`src/hdl/sorted_priority_queue_macros.svh`:
```
// Assertion macros for the sorted priority queue.
// Used by the top level; expects clk and rst in scope.
`ifndef SORTED_PRIORITY_QUEUE_MACROS_SVH
`define SORTED_PRIORITY_QUEUE_MACROS_SVH

// Same-cycle implication, checked outside reset.
`define SPQ_ASSERT_NOW(lbl, ante, cons, msg) \
  lbl: assert property (@(posedge clk) disable iff (rst) (ante) |-> (cons)) \
    else $error(msg);

// Next-cycle implication, checked outside reset.
`define SPQ_ASSERT_NEXT(lbl, ante, cons, msg) \
  lbl: assert property (@(posedge clk) disable iff (rst) (ante) |=> (cons)) \
    else $error(msg);

`endif

```
`src/hdl/spq_pkg.sv`:
```
// Shared types and constants for the sorted priority queue.
// No dependencies; used by spq_cell and sorted_priority_queue.
`timescale 1ns / 1ps

package spq_pkg;

  localparam int unsigned CAPACITY      = 16;
  localparam int unsigned VALUE_BITS    = 16;
  localparam int unsigned PRIORITY_BITS = 8;
  localparam int unsigned OCC_BITS      = $clog2(CAPACITY + 1);

  localparam logic OP_ENQ = 1'b0;
  localparam logic OP_DEQ = 1'b1;

  localparam logic [1:0] ST_OK    = 2'd0;
  localparam logic [1:0] ST_EMPTY = 2'd1;
  localparam logic [1:0] ST_FULL  = 2'd2;

  typedef struct packed {
    logic                     opcode;
    logic [VALUE_BITS-1:0]    item_value;
    logic [PRIORITY_BITS-1:0] item_priority;
  } spq_cmd_t;

  typedef struct packed {
    logic [1:0]               status;
    logic [VALUE_BITS-1:0]    head_value;
    logic [PRIORITY_BITS-1:0] head_priority;
    logic [OCC_BITS-1:0]      occupancy;
  } spq_rsp_t;

  typedef struct packed {
    logic [VALUE_BITS-1:0]    value;
    logic [PRIORITY_BITS-1:0] prio;
  } spq_entry_t;

  // Broadcast to every cell in the operation cycle.
  typedef struct packed {
    logic       enq;
    logic       deq;
    spq_entry_t item;
  } spq_ctl_t;

endpackage

```
`src/hdl/spq_cell.sv`:
```
// One slot of the sorted chain: holds an entry, compares it with the new one,
// and shifts toward the tail on insert or toward the head on removal. Uses spq_pkg.
`timescale 1ns / 1ps

module spq_cell (
  input  logic               clk,
  input  spq_pkg::spq_ctl_t   ctl,
  input  logic               occupied,
  input  logic               left_ge,
  input  spq_pkg::spq_entry_t left_entry,
  input  spq_pkg::spq_entry_t right_entry,
  output logic               ge,
  output spq_pkg::spq_entry_t entry
);
  import spq_pkg::*;

  // Held entry stays ahead of the new one on equal priority.
  assign ge = occupied && (entry.prio >= ctl.item.prio);

  always_ff @(posedge clk) begin
    if (ctl.enq && !ge) begin
      if (left_ge) begin
        entry <= ctl.item;
      end else begin
        entry <= left_entry;
      end
    end else if (ctl.deq) begin
      entry <= right_entry;
    end
  end

endmodule

```
`src/hdl/sorted_priority_queue.sv`:
```
// Sorted priority queue: a chain of compare-and-shift cells plus command and
// response control. Uses spq_pkg, spq_cell and sorted_priority_queue_macros.svh.
`timescale 1ns / 1ps
`include "sorted_priority_queue_macros.svh"

// Each operation runs as two steps: the edge that accepts start registers the
// command and raises busy; the next edge lets every cell compare its entry with
// the new priority and shift one place in parallel, and the result appears on
// rsp with done high for exactly that following cycle. A new start is taken
// while done is shown, but never while busy is high. The
// receiver cannot stall: rsp is valid only in the cycle that done is high.
// An enqueue into a full queue reports ST_FULL and leaves the contents alone;
// a dequeue from an empty queue reports ST_EMPTY. Entries of equal priority
// leave in arrival order.
module sorted_priority_queue (
  input  logic             clk,
  input  logic             rst,
  input  logic             start,
  input  spq_pkg::spq_cmd_t cmd,
  output logic             busy,
  output logic             done,
  output spq_pkg::spq_rsp_t rsp
);
  import spq_pkg::*;

  logic                pend;
  spq_cmd_t            cmd_q;
  logic [OCC_BITS-1:0] count;
  logic [OCC_BITS-1:0] count_next;
  spq_ctl_t            ctl;
  spq_rsp_t            rsp_next;
  logic                is_full;
  logic                is_empty;

  spq_entry_t          entries [CAPACITY];
  logic [CAPACITY-1:0] ge_vec;

  assign busy     = pend;
  assign is_full  = (count == OCC_BITS'(CAPACITY));
  assign is_empty = (count == '0);

  always_comb begin
    ctl.enq           = pend && (cmd_q.opcode == OP_ENQ) && !is_full;
    ctl.deq           = pend && (cmd_q.opcode == OP_DEQ) && !is_empty;
    ctl.item.value    = cmd_q.item_value;
    ctl.item.prio     = cmd_q.item_priority;

    count_next        = count;
    rsp_next.status   = ST_OK;
    rsp_next.head_value    = '0;
    rsp_next.head_priority = '0;
    if (cmd_q.opcode == OP_ENQ) begin
      if (is_full) begin
        rsp_next.status = ST_FULL;
      end else begin
        count_next = count + OCC_BITS'(1);
      end
    end else begin
      if (is_empty) begin
        rsp_next.status = ST_EMPTY;
      end else begin
        count_next             = count - OCC_BITS'(1);
        rsp_next.head_value    = entries[0].value;
        rsp_next.head_priority = entries[0].prio;
      end
    end
    rsp_next.occupancy = count_next;
  end

  always_ff @(posedge clk) begin
    if (rst) begin
      pend  <= 1'b0;
      done  <= 1'b0;
      count <= '0;
    end else begin
      done <= pend;
      if (pend) begin
        pend  <= 1'b0;
        count <= count_next;
      end else if (start) begin
        pend <= 1'b1;
      end
    end
  end

  always_ff @(posedge clk) begin
    if (start && !pend) begin
      cmd_q <= cmd;
    end
    if (pend) begin
      rsp <= rsp_next;
    end
  end

  for (genvar i = 0; i < CAPACITY; i++) begin : g_cell
    logic       occ;
    logic       lge;
    spq_entry_t lent;
    spq_entry_t rent;

    assign occ = (count > OCC_BITS'(i));

    if (i == 0) begin : g_head
      // Head slot has nothing ahead of it.
      assign lge  = 1'b1;
      assign lent = '0;
    end else begin : g_body
      assign lge  = ge_vec[i-1];
      assign lent = entries[i-1];
    end

    if (i == CAPACITY - 1) begin : g_tail
      assign rent = '0;
    end else begin : g_mid
      assign rent = entries[i+1];
    end

    spq_cell u_cell (
      .clk         (clk),
      .ctl         (ctl),
      .occupied    (occ),
      .left_ge     (lge),
      .left_entry  (lent),
      .right_entry (rent),
      .ge          (ge_vec[i]),
      .entry       (entries[i])
    );
  end

  `SPQ_ASSERT_NOW(a_count_bound, 1'b1, count <= OCC_BITS'(CAPACITY), "count above capacity")
  `SPQ_ASSERT_NEXT(a_accept_busy, start && !busy, busy && !done, "accepted beat not held")
  `SPQ_ASSERT_NEXT(a_busy_done, busy, done && !busy, "busy beat gave no result")
  `SPQ_ASSERT_NOW(a_head_sorted, count >= OCC_BITS'(2), entries[0].prio >= entries[1].prio, "head out of order")

endmodule

```
`config.mk`:
```
export PLATFORM = sky130hd
export DESIGN_NAME = sorted_priority_queue
export DESIGN_NICKNAME = d
export VERILOG_FILES = /design/src/hdl/spq_pkg.sv /design/src/hdl/spq_cell.sv /design/src/hdl/sorted_priority_queue.sv
export VERILOG_INCLUDE_DIRS = /design/src /design/src/hdl
export SDC_FILE = /design/constraint.sdc
export NUM_CORES = 1
export LEC_CHECK = 0
export BUFFER_PORTS_ARGS = -buffer_cell sky130_fd_sc_hd__buf_2
export CORE_MARGIN = 2
export CORE_UTILIZATION = 55
export DETAILED_ROUTE_END_ITERATION = 10
export GPL_TIMING_DRIVEN = 0
export PLACE_DENSITY = 0.72
export SETUP_SLACK_MARGIN = 0.05
export SLEW_MARGIN = 15
export SYNTH_ARGS = -nofsm -noshare
export SYNTH_HDL_FRONTEND = slang
export SYNTH_SLANG_ARGS = --single-unit
```
`constraint.sdc`:
```
create_clock -name clk -period 6.41 [get_ports clk]
set_input_delay 0.641 -clock clk [delete_from_list [all_inputs] [get_ports clk]]
set_output_delay 0.641 -clock clk [all_outputs]
set_load 0.03 [all_outputs]
```
# Word-level counts from Yosys, hierarchy flattened
# Index checks and enable logic that the tools add are counted.
classes:
  n_eq_ne: 1
  n_reduce_logical: 75
  n_lt_le_gt_ge: 32
  bitwise_logic: 1
  addsub: 2
  n_mux: 54
ops:
  columns: ["operator", "n"]
  rows:
  - ["2-to-1 mux 24 bit", 47]
  - [">= comparator 8 bit", 16]
  - ["> comparator 5 x 4 -> 1 bit (second input constant)", 8]
  - ["logical AND 1 bit", 37]
  - ["nonzero test 2 bit", 16]
  - ["> comparator 5 x 3 -> 1 bit (second input constant)", 4]
  - ["zero test 1 bit", 19]
  - ["2-to-1 mux 5 bit", 3]
  - ["> comparator 5 x 1 -> 1 bit (second input constant)", 2]
  - ["> comparator 5 x 2 -> 1 bit (second input constant)", 2]
  - ["adder 5 x 1 -> 5 bit (second input constant)", 1]
  - ["equality test 5 bit (second input constant)", 1]
  - ["zero test 5 bit", 1]
  - ["subtractor 5 x 1 -> 5 bit (second input constant)", 1]
  - ["2-to-1 mux 2 bit", 2]
  - ["OR reduction 2 bit", 2]
  - ["2-to-1 mux 1 bit", 2]
  - ["inverter 1 bit", 1]
totals:
  ff_bits: 447
  word_cells: 207
  in_bits: 28

# Depth between registers and ports, before layout
# Gate-level depths: netlist of the first run.
logic_depth:
  ltp_word: 5
  ltp_mapped: 12
  mapped_depth_nobuf: 8

# Modules after synthesis
# From an unflattened synthesis of the first run, not the netlist that was laid out.
hier_totals:
  cells_unflattened: 1965
  hier_area_um2: 28952.8
by_module_without_submodules:
  columns: ["module", "cells_each", "seq_area_each_um2", "instances", "area_each_um2"]
  rows:
  - ["spq_cell (g_cell[0].u_cell ...)", 110, 720.7, 12, 1634.1]
  - ["spq_cell (g_cell[6].u_cell ...)", 110, 720.7, 4, 1655.3]
  - ["sorted_priority_queue", 205, 1821.7, 1, 2722.6]

# Least setup slack after synthesis of the first run
# Ideal clock, no wire load.
synth_timing:
  kind: "flip-flop to flip-flop"
  from: "register cmd_q[5] (netlist bit)"
  to: "register g_cell[10].u_cell.entry[0] (netlist bit) (enable)"
  period_less_slack_ns: 4.669
  t_required_ns: 5.972
  setup_time_ns: 0.438
  path_stages_with_launch: 12
  arrival_time_ns: 4.230
  setup_slack_ns: 1.741
  cell_sequence: "edfxtp_1 -> clkbuf_1 -> clkbuf_1 -> inv_1 -> ha_1 -> a211o_1 -> o211ai_1 -> o311ai_0 -> and2_1 -> buf_2 -> buf_4 -> o21ai_0"
synth_between:
  elab_chain_len: 5
synth_lines:
  columns: ["element", "line", "text"]
  rows:
  - ["start, declared", "sorted_priority_queue.sv:27", "spq_cmd_t cmd_q;"]
  - ["start signal, assigned", "sorted_priority_queue.sv:88", "cmd_q <= cmd;"]
  - [">= comparator 8 bit", "spq_cell.sv:18", "assign ge = occupied && (entry.prio >= ctl.item.prio);"]
  - ["logical AND 1 bit", "spq_cell.sv:18", null]
  - ["zero test 1 bit", "spq_cell.sv:21", "if (ctl.enq && !ge) begin"]
  - ["logical AND 1 bit", "spq_cell.sv:21", null]
  - ["nonzero test 2 bit (no source line)", null, null]
  - ["end signal, assigned", "spq_cell.sv:23", "entry <= ctl.item;"]
  - ["end signal, assigned", "spq_cell.sv:25", "entry <= left_entry;"]
  - ["end signal, assigned", "spq_cell.sv:28", "entry <= right_entry;"]
  - ["end, declared", "spq_cell.sv:13", "output spq_pkg::spq_entry_t entry"]
# Every way passes these cells.
# A chain may end at the register's enable or synchronous reset.

# Final worst setup path of the first run
layout_timing:
  from: "register cmd_q[2] (netlist bit)"
  to: "register g_cell[15].u_cell.entry[18] (netlist bit) (enable)"
layout_between:
  elab_chain_len: 5
layout_lines:
  columns: ["element", "line"]
  rows:
  - [">= comparator 8 bit", "spq_cell.sv:18"]
  - ["logical AND 1 bit", "spq_cell.sv:18"]
  - ["zero test 1 bit", "spq_cell.sv:21"]
  - ["logical AND 1 bit", "spq_cell.sv:21"]
  - ["nonzero test 2 bit (no source line)", null]
  - ["end signal, assigned", "spq_cell.sv:23"]
  - ["end signal, assigned", "spq_cell.sv:25"]
  - ["end signal, assigned", "spq_cell.sv:28"]
  - ["end, declared", "spq_cell.sv:13"]
# Every way passes these cells.

==> reports/metrics.cfg, run 1 <==
[worst_setup_path]
crit_fanout=24
path_class=register to register
cp_slowest_stage_delay_ns=0.85
crit_path_frequent_cell=clkbuf_1
required_ns=6.49
endpoint=g_cell[15].u_cell.entry[18]
path_cells=clkbuf_1, clkbuf_1, inv_1, ha_1, a211o_1, a21oi_1, o31ai_1, buf_2, nand2_1
cp-startpoint=cmd_q[2]
worstRegToRegCells=9
reg2reg_from=cmd_q[2]
arrival_ns=5.50
worst_path_max_delay_cell=o31ai_1
r2r_slack_ns=0.98
worst-path-buf-inv=4
r2r-end=g_cell[15].u_cell.entry[18]
crit_path_end_kind=register
path_depth=9
crit_family=buffers and inverters
critPathLaunchType=register

[synth]
yosysWarnings=0
synth_nets=2296
syn_area_um2=24500
ys_types=45
ys_seq_area_frac=0.544
syn_inst=2134
async_flop_share=0
synth_edf_count=440
ys_ff_latch=447
ys_dominant_reg_cell=edfxtp_1
syn_area_per_cell_um2=11.5

[floorplanning]
die_w_um=215
pin_count=61
die_h_um=215
start_util=0.556
core_um2=44100
die-area_um2=46300
num_rows=77

[global_routing]
grt_overflow_total=0
grt_pass1_wl_um=102000
antenna_found_initial=0
grt_max_degree=34
track_usage=0.282
grt_pass1_vias=18326

[sta]
fin_crit_ns=5.43
whs_ns=0.206
fmax_mhz=184
hold_violations=0
fin_crit_sh=0.847
fin_setup_tns_ns=0
slew_headroom=0.249
rsz0062_at_grt=false
worstMarginPinSlew_ns=1.12
final.setup.worst_slack_ns=0.982
setup_viol=0
finClkSkew_ns=0.0287
maxSlewViolCount=0

[layout]
fin_nets=2411
drive_gt1_frac=0.0989
syn2layout_area_growth_pct=10.8
fin_cells=2877
final_core_util=0.616
final_area_um2=27200
diodes=0

[power]
power-per-cell-area_nw_per_um2=265
ir_worst_vdd_v=0.000234
total_leakage_power_nw=11.7
power.total_mw=7.19

[route]
vias_per_cell=6.13
routed_wl_um=65400
drc=0
ant_nets=0
drtIter0Drc=1787
firstDrtPassIters=5
dr_total_vias=17623
route.detailed.wl_per_inst_um=22.7

[worst_hold_path]
worstHoldPathCells=1
hp-class=input port to register

[clock_network]
clk_path_buf_depth=3
cts_resized=0
post-cts-setup-buffers=0
numCtsBuffers=49
clock-sinks=447
cts_max_level=2
clock_latency_ns=0.61
cts-hold-fix-buffers=0
clk_pin_slew_ns=0.06
clockRootBuffer=clkbuf_16
tritoncts=yes

[outcome]
status=completed

[placement]
portBuffers=60
place_inst=2790
dp_slack_ns=0.798
gp_congestion=0.903
placed_area_um2=25700
dp_hpwl_um=49900

[run]
maxCapViolations=0

## synth_stat cells, types with 11 or more instances
library cell / instances / share of area
edfxtp_1: 440 / 0.54
nor2_1: 387 / 0.059
a21oi_1: 363 / 0.074
mux2i_1: 361 / 0.15
ha_1: 134 / 0.068
clkbuf_1: 77 / 0.012
buf_2: 57 / 0.012
inv_1: 41 / 0.0063
a211o_1: 30 / 0.011
nand2_1: 28 / 0.0043
nand2b_1: 27 / 0.0069
and3_1: 26 / 0.0066
mux2_1: 19 / 0.0087
a31oi_1: 17 / 0.0043
nand4_1: 15 / 0.0038
o21ai_0: 14 / 0.0029
o211ai_1: 13 / 0.0040
buf_4: 11 / 0.0034
## worst min path at each step
stage                     slack [ns]                       start                          to
final                           0.21                      cmd[6]                    cmd_q[6]
after global routing            0.19                      cmd[5]                    cmd_q[5]
after CTS                       0.19                      cmd[6]                    cmd_q[6]
after detailed placement        0.55  g_cell[1].u_cell.entry[22]  g_cell[0].u_cell.entry[22]
after global placement          0.56  g_cell[1].u_cell.entry[22]  g_cell[0].u_cell.entry[22]
after floorplan                 0.54  g_cell[1].u_cell.entry[10]  g_cell[0].u_cell.entry[10]
## logic make-up after synthesis
logic type                 after synthesis  synth area share
AOI/OAI and AO/OA                      468             0.107
and+or+nand+nor                        502            0.0860
adders and majority gates              134            0.0684
muxes                                  385             0.158
buffers and inverters                  193            0.0341
xor gates and xnor gates                 5           0.00179
DFF                                    447             0.544
## cell usage in the layout (no fill, tap or decap), types with 19 or more instances in the layout
cell	instances
inv_1	41
edfxtp_1	440
ha_1	134
mux2_1	19
and3_1	26
nor2_1	387
a21oi_1	363
clkbuf_1	90
mux2i_1	361
nand2_1	27
buf_2	117
clkbuf_16	51
a211o_1	30
## flip-flops by register name, indices dropped and copies added, names as in the netlist
signal	cells
busy	1
count	5
g_cell.u_cell.entry	384
cmd_q	25
done	1
rsp	31
## final cells by class
type                            count  area [um^2]
Buffer                            150          676
Clock buffer                       65         1340
Clock inverter                     22          156
Fill cell                        3578        16900
Inverter                           43          161
Multi-Input combinational cell   1494        10400
Sequential cell                   447        13400
Tap cell                          592          741
Timing Repair Buffer               64          365
## layer usage
layer | wire length [um] | global-route usage | up-vias | part of all wire
met4 | 1930 | 0.0959 | 0 | 0.030
met3 | 3920 | 0.0459 | 133 | 0.060
met5 | 0 | 0 | - | 0
met1 | 29100 | 0.390 | 8755 | 0.45
li1 | - | - | 8155 | -
met2 | 30400 | 0.454 | 580 | 0.46
## where the power goes
part / internal, mW / switching [mW]
Sequential: 3.43 / 0.120
Clock: 1.54 / 1.16
Combinational: 0.336 / 0.606
Total: 5.31 / 1.89
Note: power is estimated with default switching activity, not from simulation.
==> inputs of run 2 (changes only) <==
Settings changed: PLACE_DENSITY 0.72 to 0.74.
Clock period 6.41 ns to 4.6 ns, I/O delays scaled along.
==> run 2 against run 1 <==
  * First-iteration DRC count shrank 8.9%
  * Cell area is 0.78% higher
  * Cell count increased by 0.94%
  * Wire length fell by 0.15%
  * Critical path type unchanged
  * Critical endpoint is now g_cell[6].u_cell.entry[17]
  * Highest routed layer unchanged
==> reports/metrics.cfg, run 2 (same netlist as run 1, synthesis figures left out) <==
[worst_hold_path]
hp-class=input port to register

[sta]
maxSlewViolCount=0  ; unchanged
setup_viol=0  ; unchanged
fin_crit_ns=4.34  ; -1.08 ns
finClkSkew_ns=0.0182  ; -0.0105 ns
worstMarginPinSlew_ns=1.18  ; +0.0566 ns
hold_violations=0  ; unchanged
rsz0062_at_grt=false
fin_crit_sh=0.944  ; +0.0974
slew_headroom=0.216  ; -0.0333
fmax_mhz=230  ; +25%

[power]
intPower_mw=7.24  ; +36%
ir_worst_vdd_v=0.000400  ; +71%
swShare=0.265  ; +0.00321
clkPwrFrac=0.361  ; -0.014
p_switching_mw=2.61  ; +39%
combPwrFrac=0.137  ; +0.006
pwr-share-seq=0.502  ; +0.008
power-per-cell-area_nw_per_um2=360  ; +36%
total_leakage_power_nw=11.8  ; +0.70%
power.total_mw=9.85  ; +37%

[floorplanning]
die_w_um=215  ; unchanged
core_um2=44100  ; unchanged
die-area_um2=46300  ; unchanged
num_rows=77  ; unchanged
pin_count=61  ; unchanged
start_util=0.556  ; unchanged
die_h_um=215  ; unchanged

[route]
ant_nets=0  ; unchanged
dr_total_vias=18002  ; +2.2%
routed_wl_um=65300  ; -0.15%
drc=0  ; unchanged
vias_per_cell=6.20  ; +1.2%
route.detailed.wl_per_inst_um=22.5  ; -1.1%
drtIter0Drc=1628  ; -8.9%
firstDrtPassIters=6  ; +1

[run]
maxCapViolations=0  ; unchanged

[global_routing]
grt_max_degree=34  ; unchanged
antenna_found_initial=0  ; unchanged
grt_pass1_vias=18326  ; unchanged
grt_overflow_total=0  ; unchanged
grt_pass1_wl_um=100000  ; -1.3%
track_usage=0.279  ; -0.00336

[clock_network]
tritoncts=yes
clock-sinks=447  ; unchanged
clockRootBuffer=clkbuf_16
numCtsBuffers=47  ; -4.1%
clock_latency_ns=0.59  ; -0.02 ns
cts-hold-fix-buffers=0  ; unchanged
cts_max_level=2  ; unchanged
clk_pin_slew_ns=0.06  ; about the same
clk_path_buf_depth=3  ; unchanged

[worst_setup_path]
path_class=register to register
critPathLaunchType=register
crit_path_end_kind=register
required_ns=4.93  ; -1.56 ns
arrival_ns=4.68  ; -0.82 ns
crit_fanout=17  ; -29%

[layout]
regMostFlops=g_cell.u_cell.entry
top_regs=g_cell.u_cell.entry: 384 flops, rsp: 31 flops, cmd_q: 25 flops
final_cell_mix=edfxtp_1, nor2_1, a21oi_1, mux2i_1, ha_1
final_area_um2=27400  ; +0.78%
diodes=0  ; unchanged
layout_commonest_cell=edfxtp_1
largest_reg_flops=384  ; unchanged
syn2layout_area_growth_pct=11.7
drive_gt1_frac=0.113  ; +0.0144
fin_nets=2439  ; +1.2%

[placement]
portBuffers=60  ; unchanged
dp_hpwl_um=49400  ; -1.1%
placed_area_um2=25700  ; about the same
gp_congestion=0.920  ; +1.9%

[outcome]
status=completed

[run 2: cell type report]
cell class / instances / area, um^2
Fill cell: 3642 / 16700
Sequential cell: 447 / 13400
Multi-Input combinational cell: 1494 / 10400
Clock buffer: 65 / 1300
Tap cell: 592 / 741
Buffer: 148 / 677
Timing Repair Buffer: 96 / 643
Inverter: 43 / 188
Clock inverter: 19 / 96.3
[run 2: repair_timing]
item                                    in CTS  in global routing
endpoints found under the setup margin     516                369
setup buffers                               32                  0
pin swaps                                    0                  0
resized for setup                           24                 11
[run 2: power by group through the flow]
stage	combinational [mW]	clock, mW	sequential, mW
2_1_floorplan	0.899	0	4.99
3_3_place_gp	1.22	0	5.02
5_1_grt	1.48	3.74	4.96
4_1_cts	1.33	3.58	4.94
6_report	1.35	3.56	4.95
3_5_place_dp	1.29	0	5.03
[run 2: stage by stage]
stage               hold WS [ns]  instances  setup TNS, ns  utilization  worst slack [ns]
finish                    0.0500       2904              0        0.621             0.256
global route              0.0365       2904              0        0.621             0.143
CTS                       0.0261       2906              0        0.621            0.0694
detailed placement         0.553       2790        -205.44        0.582            -0.832
global placement           0.560       2786        -266.27        0.579             -1.33
floorplan                  0.532       2134              0            -             0.585
[run 2: worst paths after layout]
check                                                 from                    endpoint  slack (ns)  depth (start not counted)
worst max register to register                    cmd_q[6]  g_cell[6].u_cell.entry[17]        0.26                         13
worst min register to register  g_cell[1].u_cell.entry[17]  g_cell[0].u_cell.entry[17]        0.57                          1
worst max-delay path                              cmd_q[6]  g_cell[6].u_cell.entry[17]        0.26                         13
worst min-delay path                               cmd[10]                   cmd_q[10]        0.05                          1
[run 2: routing by layer]
layer  vias to the layer above  part of all wire  track usage
met5                         -                 0            0
met3                       155             0.061       0.0354
met2                       682              0.46        0.440
met1                      8918              0.44        0.388
li1                       8247                 -            -
met4                         0             0.042        0.125
[run 2: critical path, cell delays in order, from the launching register on]
cell,delay (ns)
edfxtp_1,0.31
clkbuf_1,0.48
clkbuf_2,0.45
clkinvlp_4,0.18
buf_4,0.22
buf_4,0.17
ha_1,0.29
nand4_1,0.11
o311ai_0,0.63
and2_1,0.21
buf_2,0.26
buf_4,0.28
o21ai_2,0.20
buf_8,0.28
